File: config.mk
export PLATFORM = sky130hd
export DESIGN_NAME = allele_frequency_counter
export DESIGN_NICKNAME = d
export VERILOG_FILES = /design/src/rtl/core/afc_pkg.sv /design/src/rtl/core/afc_divider.sv /design/src/rtl/core/allele_frequency_counter.sv
export VERILOG_INCLUDE_DIRS = /design/src /design/src/rtl/core
export SDC_FILE = /design/constraint.sdc
export NUM_CORES = 1
export LEC_CHECK = 0
export ABC_AREA = 1
export BUFFER_PORTS_ARGS = -buffer_cell sky130_fd_sc_hd__buf_2
export CORE_UTILIZATION = 40
export DETAILED_ROUTE_END_ITERATION = 10
export SYNTH_ARGS = -nofsm -noshare
export SYNTH_HDL_FRONTEND = slang
export SYNTH_SLANG_ARGS = --single-unit
File: constraint.sdc
create_clock -name clk -period 8.1 [get_ports clk]
set_input_delay 0.81 -clock clk [delete_from_list [all_inputs] [get_ports clk]]
set_output_delay 0.81 -clock clk [all_outputs]
set_load 0.05 [all_outputs]
File: src/rtl/core/allele_frequency_counter_macros.svh
// Assertion macros shared by the allele frequency counter RTL.
`ifndef ALLELE_FREQUENCY_COUNTER_MACROS_SVH
`define ALLELE_FREQUENCY_COUNTER_MACROS_SVH

// Same-cycle implication, clocked on clk, off during rst.
`define AFC_ASSERT_IMP(label, ante, cons) \
  label: assert property (@(posedge clk) disable iff (rst) (ante) |-> (cons)) \
    else $error("allele_frequency_counter: assertion failed");

// Next-cycle implication, clocked on clk, off during rst.
`define AFC_ASSERT_NEXT(label, ante, cons) \
  label: assert property (@(posedge clk) disable iff (rst) (ante) |=> (cons)) \
    else $error("allele_frequency_counter: assertion failed");

`endif

File: src/rtl/core/afc_pkg.sv
// Shared constants and types for the allele frequency counter.
`default_nettype none
package afc_pkg;

  localparam int MAX_SAMPLES   = 65536;
  localparam int FRACTION_BITS = 16;

  localparam int COUNT_W = 18;
  localparam int TOTAL_W = COUNT_W + 1;
  localparam int FREQ_W  = FRACTION_BITS + 1;
  localparam int REM_W   = TOTAL_W + 1;

  localparam logic [COUNT_W-1:0] COUNT_MAX = COUNT_W'(2 * MAX_SAMPLES);
  localparam logic [FREQ_W-1:0]  FREQ_ONE  = FREQ_W'(1) << FRACTION_BITS;

  localparam int DIV_STEPS = FREQ_W;
  localparam int STEP_W    = $clog2(DIV_STEPS);

  localparam logic [2:0] GT_HOM_REF = 3'd0;
  localparam logic [2:0] GT_HET     = 3'd1;
  localparam logic [2:0] GT_HOM_ALT = 3'd2;

  localparam logic [1:0] SEX_MALE   = 2'd1;
  localparam logic [1:0] SEX_FEMALE = 2'd2;

  typedef struct packed {
    logic start;
  } div_ctrl_t;

  typedef struct packed {
    logic busy;
    logic done;
  } div_stat_t;

endpackage
`default_nettype wire

File: src/rtl/core/afc_divider.sv
// Restoring divider producing one quotient bit per cycle for the frequency.
`default_nettype none
module afc_divider (
  input  wire logic                          clk,
  input  wire logic                          rst,
  input  wire afc_pkg::div_ctrl_t            ctrl,
  input  wire logic [afc_pkg::COUNT_W-1:0]   numer,
  input  wire logic [afc_pkg::TOTAL_W-1:0]   denom,
  output afc_pkg::div_stat_t                 stat,
  output logic [afc_pkg::FREQ_W-1:0]         quotient
);

  logic                          running;
  logic                          done;
  logic [afc_pkg::STEP_W-1:0]    step;
  logic [afc_pkg::REM_W-1:0]     rem;
  logic [afc_pkg::TOTAL_W-1:0]   den;
  logic [afc_pkg::FREQ_W-1:0]    quo;

  logic                          fits;
  logic [afc_pkg::REM_W-1:0]     diff;
  logic [afc_pkg::REM_W-1:0]     kept;

  always_comb begin
    fits = rem >= {1'b0, den};
    diff = rem - {1'b0, den};
    kept = fits ? diff : rem;
  end

  always_ff @(posedge clk) begin
    if (rst) begin
      running <= 1'b0;
      done    <= 1'b0;
      step    <= '0;
    end else if (ctrl.start) begin
      running <= 1'b1;
      done    <= 1'b0;
      step    <= '0;
    end else if (running) begin
      step <= step + 1'b1;
      if (step == afc_pkg::STEP_W'(afc_pkg::DIV_STEPS - 1)) begin
        running <= 1'b0;
        done    <= 1'b1;
      end
    end
  end

  always_ff @(posedge clk) begin
    if (ctrl.start) begin
      rem <= {{(afc_pkg::REM_W - afc_pkg::COUNT_W){1'b0}}, numer};
      den <= denom;
      quo <= '0;
    end else if (running) begin
      rem <= {kept[afc_pkg::REM_W-2:0], 1'b0};
      quo <= {quo[afc_pkg::FREQ_W-2:0], fits};
    end
  end

  assign stat.busy = running;
  assign stat.done = done;
  assign quotient  = quo;

endmodule
`default_nettype wire

File: src/rtl/core/allele_frequency_counter.sv
// Allele frequency counter top level: allele accumulation and result sequencing.
// Input channel (in_valid/in_ready) carries one sample genotype per item with
// sex, an X chromosome flag and a last-sample mark. Each item is accepted and
// added to saturating reference and alternative allele counts.
// Throughput: one sample item per cycle while the block is idle.
// An item marked last closes the SNP: in_ready drops while the restoring
// divider forms ref*2^16/(ref+alt), one quotient bit per cycle.
// The result enters the output register once the divider is done and the output
// register is free, and the block takes samples again in the cycle after that.
// A SNP with no counted alleles gives no_data with a zero frequency through the
// same path.
// Output channel (out_valid/out_ready) holds one result in a register; samples
// are still accepted while it waits. If the receiver stalls when a new result
// is finished, the divider holds it and in_ready stays low until the old result
// is taken.
// Reset (rst, synchronous) clears both counts, the sequencer and out_valid.
`default_nettype none
`include "allele_frequency_counter_macros.svh"
module allele_frequency_counter (
  input  wire logic                          clk,
  input  wire logic                          rst,
  input  wire logic                          in_valid,
  output logic                               in_ready,
  input  wire logic signed [2:0]             genotype,
  input  wire logic [1:0]                    sex,
  input  wire logic                          is_x_chromosome,
  input  wire logic                          last_sample,
  output logic                               out_valid,
  input  wire logic                          out_ready,
  output logic [afc_pkg::FREQ_W-1:0]         ref_frequency,
  output logic                               no_data,
  output logic [afc_pkg::COUNT_W-1:0]        ref_total,
  output logic [afc_pkg::COUNT_W-1:0]        alt_total
);

  localparam logic ST_IDLE = 1'b0;
  localparam logic ST_DIV  = 1'b1;

  logic                          state;
  logic                          state_next;
  logic [afc_pkg::COUNT_W-1:0]   ref_count;
  logic [afc_pkg::COUNT_W-1:0]   alt_count;
  logic [afc_pkg::COUNT_W-1:0]   ref_hold;
  logic [afc_pkg::COUNT_W-1:0]   alt_hold;
  logic                          zero_hold;

  logic                          accept;
  logic                          close;
  logic                          load;
  logic [2:0]                    gt;
  logic [1:0]                    add_ref;
  logic [1:0]                    add_alt;
  logic [afc_pkg::COUNT_W-1:0]   ref_sum;
  logic [afc_pkg::COUNT_W-1:0]   alt_sum;
  logic [afc_pkg::COUNT_W-1:0]   ref_new;
  logic [afc_pkg::COUNT_W-1:0]   alt_new;
  logic [afc_pkg::TOTAL_W-1:0]   total_new;

  afc_pkg::div_ctrl_t            div_ctrl;
  afc_pkg::div_stat_t            div_stat;
  logic [afc_pkg::FREQ_W-1:0]    div_quo;

  assign in_ready = (state == ST_IDLE);
  assign accept   = in_valid && in_ready;
  assign close    = accept && last_sample;
  assign gt       = $unsigned(genotype);

  always_comb begin
    add_ref = 2'd0;
    add_alt = 2'd0;
    if (!is_x_chromosome || sex == afc_pkg::SEX_FEMALE) begin
      case (gt)
        afc_pkg::GT_HOM_REF: add_ref = 2'd2;
        afc_pkg::GT_HET: begin
          add_ref = 2'd1;
          add_alt = 2'd1;
        end
        afc_pkg::GT_HOM_ALT: add_alt = 2'd2;
        default: ;
      endcase
    end else if (sex == afc_pkg::SEX_MALE) begin
      case (gt)
        afc_pkg::GT_HOM_REF: add_ref = 2'd1;
        afc_pkg::GT_HOM_ALT: add_alt = 2'd1;
        default: ;
      endcase
    end
  end

  always_comb begin
    ref_sum   = ref_count + afc_pkg::COUNT_W'(add_ref);
    alt_sum   = alt_count + afc_pkg::COUNT_W'(add_alt);
    ref_new   = (ref_sum > afc_pkg::COUNT_MAX) ? afc_pkg::COUNT_MAX : ref_sum;
    alt_new   = (alt_sum > afc_pkg::COUNT_MAX) ? afc_pkg::COUNT_MAX : alt_sum;
    total_new = {1'b0, ref_new} + {1'b0, alt_new};
  end

  assign div_ctrl.start = close;

  afc_divider u_divider (
    .clk      (clk),
    .rst      (rst),
    .ctrl     (div_ctrl),
    .numer    (ref_new),
    .denom    (total_new),
    .stat     (div_stat),
    .quotient (div_quo)
  );

  assign load = (state == ST_DIV) && div_stat.done && (!out_valid || out_ready);

  always_comb begin
    state_next = state;
    case (state)
      ST_IDLE: if (close) state_next = ST_DIV;
      ST_DIV:  if (load) state_next = ST_IDLE;
      default: state_next = ST_IDLE;
    endcase
  end

  always_ff @(posedge clk) begin
    if (rst) begin
      state     <= ST_IDLE;
      ref_count <= '0;
      alt_count <= '0;
      out_valid <= 1'b0;
    end else begin
      state <= state_next;
      if (accept) begin
        ref_count <= last_sample ? '0 : ref_new;
        alt_count <= last_sample ? '0 : alt_new;
      end
      if (load) begin
        out_valid <= 1'b1;
      end else if (out_ready) begin
        out_valid <= 1'b0;
      end
    end
  end

  always_ff @(posedge clk) begin
    if (close) begin
      ref_hold  <= ref_new;
      alt_hold  <= alt_new;
      zero_hold <= (total_new == '0);
    end
    if (load) begin
      ref_frequency <= zero_hold ? '0 : div_quo;
      no_data       <= zero_hold;
      ref_total     <= ref_hold;
      alt_total     <= alt_hold;
    end
  end

  `AFC_ASSERT_NEXT(a_close_enters_div, close, (state == ST_DIV) && !in_ready)
  `AFC_ASSERT_NEXT(a_close_starts_divider, close, div_stat.busy)
  `AFC_ASSERT_NEXT(a_close_clears_counts, close, (ref_count == '0) && (alt_count == '0))
  `AFC_ASSERT_IMP(a_counts_bounded, 1'b1,
    (ref_count <= afc_pkg::COUNT_MAX) && (alt_count <= afc_pkg::COUNT_MAX))
  `AFC_ASSERT_IMP(a_no_data_empty, out_valid && no_data,
    (ref_frequency == '0) && (ref_total == '0) && (alt_total == '0))
  `AFC_ASSERT_IMP(a_freq_bounded, out_valid && !no_data, ref_frequency <= afc_pkg::FREQ_ONE)

endmodule
`default_nettype wire
==> load_flow_metrics.sql, run 1 <==
INSERT INTO impl_metrics (metric_group, metric, value, unit) VALUES
('run_status', 'run_status', 'completed', ''),
('route', 'detail_route.iter0.violations', '366', ''),
('floorplan', 'fp.dieArea', '25970', 'µm²'),
('synth', 'synth_area', '10130', 'µm²'),
('global_routing', 'grt_start_max_net_pins', '74', ''),
('global_routing', 'grt_antenna_before_repair', '0', ''),
('synth', 'post_synth_xor_area_fraction', '0.03112', ''),
('global_routing', 'globalRoute.totalOverflow', '0', ''),
('synth', 'synth_compound_gate_area_share', '0.09942', ''),
('synth', 'adder_cell_area_share_of_the_yosys_netlist', '0.05162', ''),
('route', 'finalWirelength', '24010', 'µm'),
('cells_and_area', 'area.growth.synth_to_final', '12.72', '%'),
('run', 'max_cap_violations', '0', ''),
('route', 'vias_per_cell', '4.889', ''),
('cells_and_area', 'share_of_cells_above_drive_strength_1', '0.1126', ''),
('worst_setup_path', 'crit_slowest_cell', 'sky130_fd_sc_hd__a21oi_1', ''),
('placement', 'port-buffer-count', '66', ''),
('worst_setup_path', 'path_class', 'in -> reg', ''),
('synth', 'synth_area_leader_cell', 'sky130_fd_sc_hd__edfxtp_1', ''),
('route', 'vias', '7881', ''),
('sta', 'final_hold_viol_count', '0', ''),
('cells_and_area', 'final_net_count', '1326', ''),
('worst_setup_path', 'worstPathMaxFanout', '12', ''),
('synth', 'synth_simple_gate_area_share', '0.2293', ''),
('sta', 'maxSlewViolCount', '0', ''),
('synth', 'synth_cells', '1212', ''),
('synth', 'synth.mux.area_fraction', '0', ''),
('worst_setup_path', 'critPathMostFrequentCell', 'sky130_fd_sc_hd__nand2_1', ''),
('placement', 'hpwl', '17930', 'µm'),
('clocking', 'clk_transition_reported_paths', '0.08', 'ns'),
('route', 'detail_route.first_pass.iterations', '4', ''),
('synth', 'synth.top_cells.by_area', 'sky130_fd_sc_hd__edfxtp_1 (38%), sky130_fd_sc_hd__dfxtp_1 (13%), sky130_fd_sc_hd__nand2_1 (12%)', ''),
('clocking', 'cts-htree-levels', '4', ''),
('global_routing', 'number_of_global_route_vias_before_repair', '7686', ''),
('synth', 'post_synth_most_frequent_cells', 'sky130_fd_sc_hd__nand2_1 (314), sky130_fd_sc_hd__inv_1 (184), sky130_fd_sc_hd__edfxtp_1 (128), sky130_fd_sc_hd__nor2_1 (125), sky130_fd_sc_hd__a21oi_1 (68)', ''),
('clocking', 'ctsResizeCount', '0', ''),
('power', 'power_density_over_cell_area', '221.1', 'nW/µm²'),
('global_routing', 'grt_pass1_wl', '39290', 'µm'),
('sta', 'unrepaired_setup_endpoints_after_global_routing', 'false', ''),
('sta', 'worst_slew_pin_slew', '0.9038', 'ns'),
('synth', 'largest_family_of_logic_cells_by_synthesized_area', 'simple AND/OR/NAND/NOR gates', ''),
('worst_setup_path', 'critPathArrivalTime', '6.06', 'ns'),
('sta', 'final.setup_skew', '0.02155', 'ns'),
('sta', 'timing.final.setup_violations', '0', ''),
('synth', 'mappedNetlistNets', '1263', ''),
('worst_setup_path', 'cpPeakStageDelay', '0.64', 'ns'),
('sta', 'fin_tns_setup', '0', 'ns'),
('clocking', 'cts_hold_repair.buffers', '0', ''),
('synth', 'yosysWarningCount', '0', ''),
('synth', 'synth_top_flop_cell', 'sky130_fd_sc_hd__edfxtp_1', ''),
('floorplan', 'io_pins', '67', ''),
('floorplan', 'floorplan.core_area', '24600', 'µm²'),
('placement', 'routabilityCongestion', '0.9067', ''),
('synth', 'number_of_enable_type_register_cells_in_the_synthesized_netlist', '128', ''),
('sta', 'whs', '0.4196', 'ns'),
('global_routing', 'grtUsageTotal', '0.1949', ''),
('clocking', 'clock_tree_from_tritoncts', 'built', ''),
('synth', 'synth.yosys.seq_area_share', '0.5059', ''),
('sta', 'max_slew_margin', '0.3975', ''),
('power', 'p_leak', '0.005029', 'µW'),
('floorplan', 'fp.dieH', '161.1', 'µm'),
('synth', 'ys_seq_elements', '192', ''),
('route', 'post_drt_wl_per_cell', '14.90', 'µm'),
('floorplan', 'initial_utilization', '0.4117', ''),
('cells_and_area', 'antenna-diode-count', '0', ''),
('cells_and_area', 'final_core_density', '0.4641', ''),
('clocking', 'clock-sinks', '192', ''),
('sta', 'fraction_of_the_cycle_the_final_worst_path_needs', '0.7238', ''),
('hold_path', 'worstHoldPathType', 'reg -> reg', ''),
('route', 'drt_drc_violations_left', '0', ''),
('sta', 'fmax', '170.6', 'MHz');
layout make-up:
| class | count | area, µm² |
|---|---|---|
| fillers | 2422 | 13190 |
| clock inverters | 15 | 188.9 |
| clock buffers | 17 | 425.4 |
| repair buffers | 71 | 367.9 |
| inverters | 192 | 720.7 |
| flip-flops and latches | 192 | 5125 |
| multi-input cells | 801 | 4187 |
| well taps | 324 | 405.4 |
sequential cells by signal (all words and copies together) (netlist names), 5 cells and up:
register and count:
ref_hold 18, u_divider.den 19, alt_total 18, u_divider.quotient 17, u_divider.rem 20, ref_count 18
u_divider.step 5, alt_hold 18, ref_total 18, alt_count 18, ref_frequency 17
metrics by stage:
stage	std cells	instance area (µm²)	worst slack, ns	power (µW)
floorplan	1212	10130	3.250	1560
global placement	1580	10810	1.818	1663
detailed placement	1580	10810	1.822	1670
CTS	1612	11420	2.264	2551
global route	1612	11420	1.665	2671
finish	1612	11420	2.238	2525
cell usage in the layout, fill, tap and decap left out, types with 3 or more instances in the layout:
cell,netlist,layout
sky130_fd_sc_hd__xor2_1,24,24
sky130_fd_sc_hd__a31oi_1,4,4
sky130_fd_sc_hd__buf_4,2,5
sky130_fd_sc_hd__nand3_1,49,49
sky130_fd_sc_hd__nor2_1,125,122
sky130_fd_sc_hd__a22oi_1,24,24
sky130_fd_sc_hd__inv_12,0,5
sky130_fd_sc_hd__inv_1,184,184
sky130_fd_sc_hd__nor3_1,14,14
sky130_fd_sc_hd__nand2_2,12,12
sky130_fd_sc_hd__nand3b_1,5,5
sky130_fd_sc_hd__o21a_1,3,3
sky130_fd_sc_hd__nor2_2,6,7
sky130_fd_sc_hd__o211ai_1,12,12
sky130_fd_sc_hd__a21boi_0,3,3
sky130_fd_sc_hd__nand4_1,12,12
sky130_fd_sc_hd__o21ai_0,49,49
sky130_fd_sc_hd__nor2_4,1,3
sky130_fd_sc_hd__fa_1,3,3
sky130_fd_sc_hd__inv_8,0,4
sky130_fd_sc_hd__or2_2,7,7
sky130_fd_sc_hd__nor4_1,3,3
sky130_fd_sc_hd__inv_2,7,7
sky130_fd_sc_hd__clkbuf_16,0,17
sky130_fd_sc_hd__nand2_1,314,314
sky130_fd_sc_hd__xnor2_1,7,7
sky130_fd_sc_hd__a21oi_1,68,68
sky130_fd_sc_hd__ha_1,37,37
sky130_fd_sc_hd__a21o_1,3,3
sky130_fd_sc_hd__buf_2,0,66
sky130_fd_sc_hd__edfxtp_1,128,128
sky130_fd_sc_hd__dfxtp_1,64,64
path summary, 6_finish.rpt:
| kind | startpoint | endpoint | cells after the start |
|---|---|---|---|
| worst max-delay path | sex[0] | zero_hold | 29 |
| worst min-delay path | alt_hold[1] | alt_total[1] | 0 |
| worst max register to register | ref_count[0] | zero_hold | 25 |
| worst min register to register | alt_hold[1] | alt_total[1] | 0 |
routing by layer:
metal	global-route usage	part of all wire	vias up
li1	-	-	4087
met1	0.2572	0.48	3633
met2	0.3243	0.46	131
met3	0.02851	0.037	30
met4	0.07204	0.017	0
met5	0	0	-
report_power, final:
part           internal (µW)  switching [µW]  total, µW
sequential              1120            29.6       1150
combinational            186             311        497
clock                    429             448        878
cells by family after synthesis:
group / after synthesis
flops: 192
simple gates: 554
buf+inv: 219
xor+xnor: 33
compound gates: 174
fa+ha+maj: 40
critical path, delay by kind of cell:
kind / cells / cell delay, ns
buf+inv: 5 / 0.53
compound gates: 5 / 2.03
fa+ha+maj: 3 / 1.05
simple gates: 16 / 1.63
Note: power is estimated with default switching activity, not from simulation.
==> inputs of run 2 (changes only) <==
- clock period: 8.1 -> 4.7 ns (I/O delays scaled with it)
==> run 2 against run 1 <==
Effect of this change: total power up 74%; wire length rose by 2.2%; global-route usage up 0.35 points; clock skew down 0.0071 ns; combinational power increased by 83%; via count grew 5.0%; first-iteration DRC count up 43%; largest cell class unchanged.
==> load_flow_metrics.sql, run 2 (synthesis gave the netlist of run 1 again) <==
INSERT INTO impl_metrics (metric_group, metric, value, unit) VALUES
('run_status', 'run_status', 'completed', ''),
('sta', 'max_slew_margin', '0.3175', ''),
('hold_path', 'worstHoldPathType', 'in -> reg', ''),
('sta', 'final.setup_skew', '0.01445', 'ns'),
('worst_setup_path', 'timing.critical_path.depth', '29', ''),
('worst_setup_path', 'worst_setup_path_start_kind', 'input pin', ''),
('clocking', 'cts.path.max_buffers', '2', ''),
('cells_and_area', 'largest_registers_in_the_final_layout', 'u_divider.rem x20, u_divider.den x19', ''),
('worst_setup_path', 'cp_num_buf_inv', '6', ''),
('worst_setup_path', 'critPathArrivalTime', '4.49', 'ns'),
('cells_and_area', 'largest_register_ffs', '20', ''),
('worst_setup_path', 'required', '4.99', 'ns'),
('power', 'p_leak', '0.005474', 'µW'),
('worst_setup_path', 'path_class', 'in -> reg', ''),
('global_routing', 'grt_antenna_before_repair', '0', ''),
('clocking', 'ctsRootBufferMaster', 'sky130_fd_sc_hd__clkbuf_16', ''),
('clocking', 'clock_tree_from_tritoncts', 'built', ''),
('worst_setup_path', 'end_kind', 'register', ''),
('route', 'post_drt_wl_per_cell', '14.26', 'µm'),
('worst_setup_path', 'timing.critical_path.max_delay_family', 'simple AND/OR/NAND/NOR gates', ''),
('global_routing', 'globalRoute.totalOverflow', '0', ''),
('power', 'vdd.ir_drop.worst', '0.2777', 'mV'),
('clocking', 'postCtsSetupBuffers', '0', ''),
('clocking', 'clock-sinks', '192', ''),
('global_routing', 'grt_pass1_wl', '40510', 'µm'),
('power', 'power_density_over_cell_area', '356.7', 'nW/µm²'),
('sta', 'finalCriticalPeriod', '4.199', 'ns'),
('route', 'antenna_violating_nets_post_route', '0', ''),
('hold_path', 'whs_path_depth', '4', ''),
('route', 'finalWirelength', '24530', 'µm'),
('placement', 'port-buffer-count', '66', ''),
('sta', 'worst_slew_pin_slew', '1.021', 'ns'),
('route', 'drt_drc_violations_left', '0', ''),
('sta', 'fin_tns_setup', '0', 'ns'),
('route', 'detail_route.iter0.violations', '523', ''),
('worst_setup_path', 'critPathMostFrequentCell', 'sky130_fd_sc_hd__nand2_1', ''),
('sta', 'fmax', '238.2', 'MHz'),
('worst_setup_path', 'worstPathMaxFanout', '5', ''),
('clocking', 'cts-htree-levels', '4', ''),
('sta', 'timing.final.setup_violations', '0', ''),
('cells_and_area', 'layout.cells.most_common', 'sky130_fd_sc_hd__nand2_1', ''),
('clocking', 'clk_transition_reported_paths', '0.07', 'ns'),
('sta', 'final_hold_viol_count', '0', ''),
('placement', 'routabilityCongestion', '0.8958', ''),
('floorplan', 'chipWidth', '161.1', 'µm'),
('route', 'detail_route.first_pass.iterations', '6', ''),
('clocking', 'clk-insertion-delay-late', '0.44', 'ns'),
('cells_and_area', 'antenna-diode-count', '0', ''),
('cells_and_area', 'filler_cell_count', '2351', ''),
('global_routing', 'number_of_global_route_vias_before_repair', '8094', ''),
('cells_and_area', 'share_of_cells_above_drive_strength_1', '0.1934', ''),
('worst_setup_path', 'crit_slowest_cell', 'sky130_fd_sc_hd__fa_2', ''),
('sta', 'fraction_of_the_cycle_the_final_worst_path_needs', '0.8933', ''),
('cells_and_area', 'registers.top_by_ff_count', 'u_divider.rem', ''),
('floorplan', 'fp.dieH', '161.1', 'µm'),
('floorplan', 'io_pins', '67', ''),
('cells_and_area', 'layoutNonFillerInstCount', '1720', ''),
('placement', 'placed_instance_count', '1688', ''),
('global_routing', 'grtUsageTotal', '0.1983', ''),
('clocking', 'tritoncts.num_buffers', '17', ''),
('cells_and_area', 'most-common-layout-cells', 'sky130_fd_sc_hd__nand2_1 (314), sky130_fd_sc_hd__inv_1 (183), sky130_fd_sc_hd__edfxtp_1 (128), sky130_fd_sc_hd__nor2_1 (118), sky130_fd_sc_hd__buf_4 (111)', ''),
('worst_setup_path', 'cpPeakStageDelay', '0.36', 'ns'),
('floorplan', 'initial_utilization', '0.4117', ''),
('placement', 'hpwl', '18390', 'µm'),
('run', 'max_cap_violations', '0', ''),
('cells_and_area', 'final_net_count', '1434', ''),
('floorplan', 'floorplan.rows', '57', ''),
('floorplan', 'fp.dieArea', '25970', 'µm²'),
('cells_and_area', 'area.growth.synth_to_final', '21.79', '%'),
('route', 'vias', '8274', ''),
('global_routing', 'grt_start_max_net_pins', '73', ''),
('worst_setup_path', 'reg2regPathDepth', '25', ''),
('sta', 'unrepaired_setup_endpoints_after_global_routing', 'false', ''),
('floorplan', 'floorplan.core_area', '24600', 'µm²'),
('sta', 'maxSlewViolCount', '0', ''),
('route', 'vias_per_cell', '4.810', '');
## run 2: changes by cell type in the layout (fill, tap and decap cells not counted), sizes merged
cell    delta
buf      +108
inv        -6
clkinv     +5
bufinv     +1
## run 2: final timing paths
check | start | endpoint | slack (ns)
min reg2reg | ref_hold[7] | ref_total[7] | 0.42
max reg2reg | alt_count[0] | zero_hold | 0.79
min | out_ready | out_valid | 0.31
max | genotype[1] | zero_hold | 0.50
## run 2: final cells by class
class	count	area [µm²]	share of cell area
Clock buffer	17	425.4	0.03448
Clock inverter	15	191.4	0.01552
Inverter	192	720.7	0.05841
Multi-Input combinational cell	801	4275	0.3465
Sequential cell	192	5125	0.4154
Tap cell	324	405.4	0.03286
Timing Repair Buffer	179	1195	0.09685
## run 2: timing repair
| item | 4_1_cts | 5_1_grt |
|---|---|---|
| hold endpoints to repair | 0 | 0 |
| gates resized for setup | 0 | 24 |
| endpoints found under the setup margin | 0 | 13 |
| hold buffers | 0 | 0 |
## run 2: stage by stage
step | utilization | cell area (µm²) | total power [µW] | worst slack [ns] | hold slack (ns)
2_1_floorplan | - | 10130 | 2688 | 0.1898 | 0.4003
3_3_place_gp | 0.4726 | 11630 | 2901 | -0.07722 | 0.4017
3_5_place_dp | 0.4726 | 11630 | 2921 | -0.1213 | 0.4045
4_1_cts | 0.4977 | 12250 | 4429 | 0.3183 | 0.2975
5_1_grt | 0.5014 | 12340 | 4644 | 0.03187 | 0.3384
6_report | 0.5014 | 12340 | 4401 | 0.5015 | 0.3098
## run 2: where the power goes
group	switching [µW]	internal, µW
logic	554	357
clock network	734	770
registers	54.5	1930
total	1340	3060
## run 2: tightest hold or removal path, stage by stage
cell and delay (ns):
sky130_fd_sc_hd__buf_2 0.08, sky130_fd_sc_hd__inv_1 0.03, sky130_fd_sc_hd__nand2_1 0.06, sky130_fd_sc_hd__a21oi_1 0.06
## run 2: per-layer routing
metal / wire length (µm) / vias to the layer above / GRT usage
met1: 11480 / 3842 / 0.2626
met5: 0 / - / 0
li1: - / 4290 / -
met3: 832 / 15 / 0.02773
met2: 12030 / 127 / 0.3446
met4: 188 / 0 / 0.04117
==> inputs of run 3 (changes only) <==
- GPL_TIMING_DRIVEN: unset -> 0
==> run 3 against run 2 <==
Effect of this change: final area down 0.92%; clock-buffer cell count stayed put; highest routed layer unchanged; register-to-register slack worse by 0.17 ns; wire length rose by 2.4%; final cell count fell by 3.1%; total power rose by 0.17%; first-iteration DRC count is 8.0% lower; maximum frequency fell by 5.9%.
==> load_flow_metrics.sql, run 3 (synthesis gave the netlist of run 1 again) <==
INSERT INTO impl_metrics (metric_group, metric, value, unit) VALUES
('run_status', 'run_status', 'completed', ''),
('clocking', 'clk-insertion-delay-late', '0.44', 'ns'),
('sta', 'finalCriticalPeriod', '4.461', 'ns'),
('global_routing', 'grt_pass1_wl', '40140', 'µm'),
('cells_and_area', 'final_net_count', '1381', ''),
('placement', 'port-buffer-count', '66', ''),
('hold_path', 'whs_path_depth', '4', ''),
('sta', 'fmax', '224.2', 'MHz'),
('worst_setup_path', 'timing.reg2reg.setup_slack', '0.62', 'ns'),
('sta', 'final_hold_viol_count', '0', ''),
('route', 'post_drt_wl_per_cell', '15.07', 'µm'),
('worst_setup_path', 'critPathArrivalTime', '4.77', 'ns'),
('worst_setup_path', 'reg2reg_from', 'alt_count[0]', ''),
('global_routing', 'grtUsageTotal', '0.1989', ''),
('global_routing', 'grt_start_max_net_pins', '66', ''),
('cells_and_area', 'largest_registers_in_the_final_layout', 'u_divider.rem x20, u_divider.den x19', ''),
('clocking', 'cts_hold_repair.buffers', '0', ''),
('cells_and_area', 'registers.top_by_ff_count', 'u_divider.rem', ''),
('hold_path', 'min_to', 'out_valid', ''),
('global_routing', 'grt_antenna_before_repair', '1', ''),
('worst_setup_path', 'reg2regPathDepth', '30', ''),
('worst_setup_path', 'cpPeakStageDelay', '0.41', 'ns'),
('worst_setup_path', 'crit_slowest_cell', 'sky130_fd_sc_hd__fa_2', ''),
('route', 'vias_per_cell', '4.950', ''),
('sta', 'final_critical_path_setup_slack', '0.2390', 'ns'),
('power', 'vdd.ir_drop.worst', '0.2014', 'mV'),
('floorplan', 'io_pins', '67', ''),
('cells_and_area', 'layout.cells.most_common', 'sky130_fd_sc_hd__nand2_1', ''),
('sta', 'final.setup_skew', '0.02400', 'ns'),
('clocking', 'ctsRootBufferMaster', 'sky130_fd_sc_hd__clkbuf_16', ''),
('placement', 'hpwl', '18680', 'µm'),
('cells_and_area', 'share_of_cells_above_drive_strength_1', '0.1876', ''),
('global_routing', 'globalRoute.totalOverflow', '0', ''),
('clocking', 'tritoncts.num_buffers', '17', ''),
('worst_setup_path', 'path_class', 'in -> reg', ''),
('power', 'power_density_over_cell_area', '360.7', 'nW/µm²'),
('cells_and_area', 'area.growth.synth_to_final', '20.66', '%'),
('worst_setup_path', 'worst_setup_path_start_kind', 'input pin', ''),
('floorplan', 'floorplan.rows', '57', ''),
('cells_and_area', 'antenna-diode-count', '0', ''),
('route', 'detail_route.iter0.violations', '481', ''),
('route', 'vias', '8252', ''),
('placement', 'detailed_place.area', '10900', 'µm²'),
('clocking', 'cts.path.max_buffers', '2', ''),
('clocking', 'clock-sinks', '192', ''),
('cells_and_area', 'most-common-layout-cells', 'sky130_fd_sc_hd__nand2_1 (301), sky130_fd_sc_hd__inv_1 (176), sky130_fd_sc_hd__edfxtp_1 (128), sky130_fd_sc_hd__nor2_1 (101), sky130_fd_sc_hd__buf_2 (66)', ''),
('run', 'max_cap_violations', '0', ''),
('floorplan', 'floorplan.core_area', '24600', 'µm²'),
('worst_setup_path', 'worstPathMaxFanout', '7', ''),
('floorplan', 'chipWidth', '161.1', 'µm'),
('cells_and_area', 'largest_register_ffs', '20', ''),
('floorplan', 'initial_utilization', '0.4117', ''),
('route', 'drt_drc_violations_left', '0', ''),
('route', 'antenna_violating_nets_post_route', '0', ''),
('clocking', 'clk_transition_reported_paths', '0.08', 'ns'),
('sta', 'maxSlewViolCount', '0', ''),
('placement', 'placement.setup.worst_slack', '-1.212', 'ns'),
('route', 'finalWirelength', '25120', 'µm'),
('cells_and_area', 'final_design_area_no_fill', '12220', 'µm²'),
('sta', 'max_slew_margin', '0.4058', ''),
('power', 'p_leak', '0.005152', 'µW'),
('global_routing', 'number_of_global_route_vias_before_repair', '7880', ''),
('worst_setup_path', 'required', '5.01', 'ns'),
('placement', 'routabilityCongestion', '0.9163', ''),
('hold_path', 'worstHoldPathType', 'in -> reg', ''),
('floorplan', 'fp.dieH', '161.1', 'µm'),
('worst_setup_path', 'end_kind', 'register', ''),
('hold_path', 'min_from', 'out_ready', ''),
('sta', 'worst_slew_pin_slew', '0.8913', 'ns'),
('worst_setup_path', 'reg2reg_to', 'zero_hold', ''),
('route', 'detail_route.first_pass.iterations', '5', ''),
('sta', 'timing.final.setup_violations', '0', ''),
('sta', 'fraction_of_the_cycle_the_final_worst_path_needs', '0.9492', ''),
('floorplan', 'fp.dieArea', '25970', 'µm²'),
('clocking', 'clock_tree_from_tritoncts', 'built', ''),
('clocking', 'cts-htree-levels', '4', '');
==> run 3: worst max path at each step <==
stage | startpoint | to | slack, ns | cells after the start
floorplan | genotype[1] | zero_hold | 0.19 | 30
global placement | genotype[1] | zero_hold | -1.12 | 27
detailed placement | sex[0] | zero_hold | -1.21 | 25
CTS | genotype[1] | zero_hold | 0.005 | 34
global route | genotype[2] | zero_hold | -0.10 | 33
finish | genotype[1] | zero_hold | 0.24 | 34
==> run 3: stage by stage <==
step	TNS [ns]	instances	hold WS, ns	total power [µW]	util
after floorplan	0	1212	0.4003	2688	-
after global placement	-11.73	1602	0.4028	2898	0.4416
after detailed placement	-9.013	1603	0.4045	2906	0.4429
after CTS	0	1643	0.2825	4417	0.4783
after global routing	-0.1027	1667	0.3231	4646	0.4968
final	0	1667	0.2924	4409	0.4968
==> run 3: what timing repair did <==
action | in CTS | in global routing
setup buffers | 8 | 24
hold endpoints to repair | 0 | 0
pin swaps | 5 | 31
setup endpoints to repair | 10 | 10
resized for setup | 44 | 68
==> run 3: layout make-up <==
class                      count  area [µm²]
timing repair buffer          99       603.1
inverter                     192       733.2
sequential                   192        5125
buffer                        27       123.9
multi-input combinational    801        4599
clock buffer                  17       425.4
fill                        2270       12380
tap                          324       405.4
clock inverter                15       209.0
==> run 3: layer usage <==
layer / vias up / track usage / routed length (µm)
met5: - / 0 / 0
met4: 0 / 0.08705 / 690
met3: 40 / 0.02568 / 1029
met2: 199 / 0.3366 / 12010
met1: 3815 / 0.2547 / 11390
li1: 4198 / - / -
==> run 3: power by group <==
part           leakage (µW)  switching (µW)  internal [µW]
registers           0.00171            48.0           1930
logic               0.00314             583            339
clock network      0.000303             770            737
total               0.00515            1400           3010
==> run 3: critical path, delay by kind of cell <==
family	cells	cell delay, ns
buffers and inverters	7	0.73
AND/OR/NAND/NOR	19	2.13
AO/OA/AOI/OAI	5	0.66
adder cells (fa/ha/maj)	3	0.79
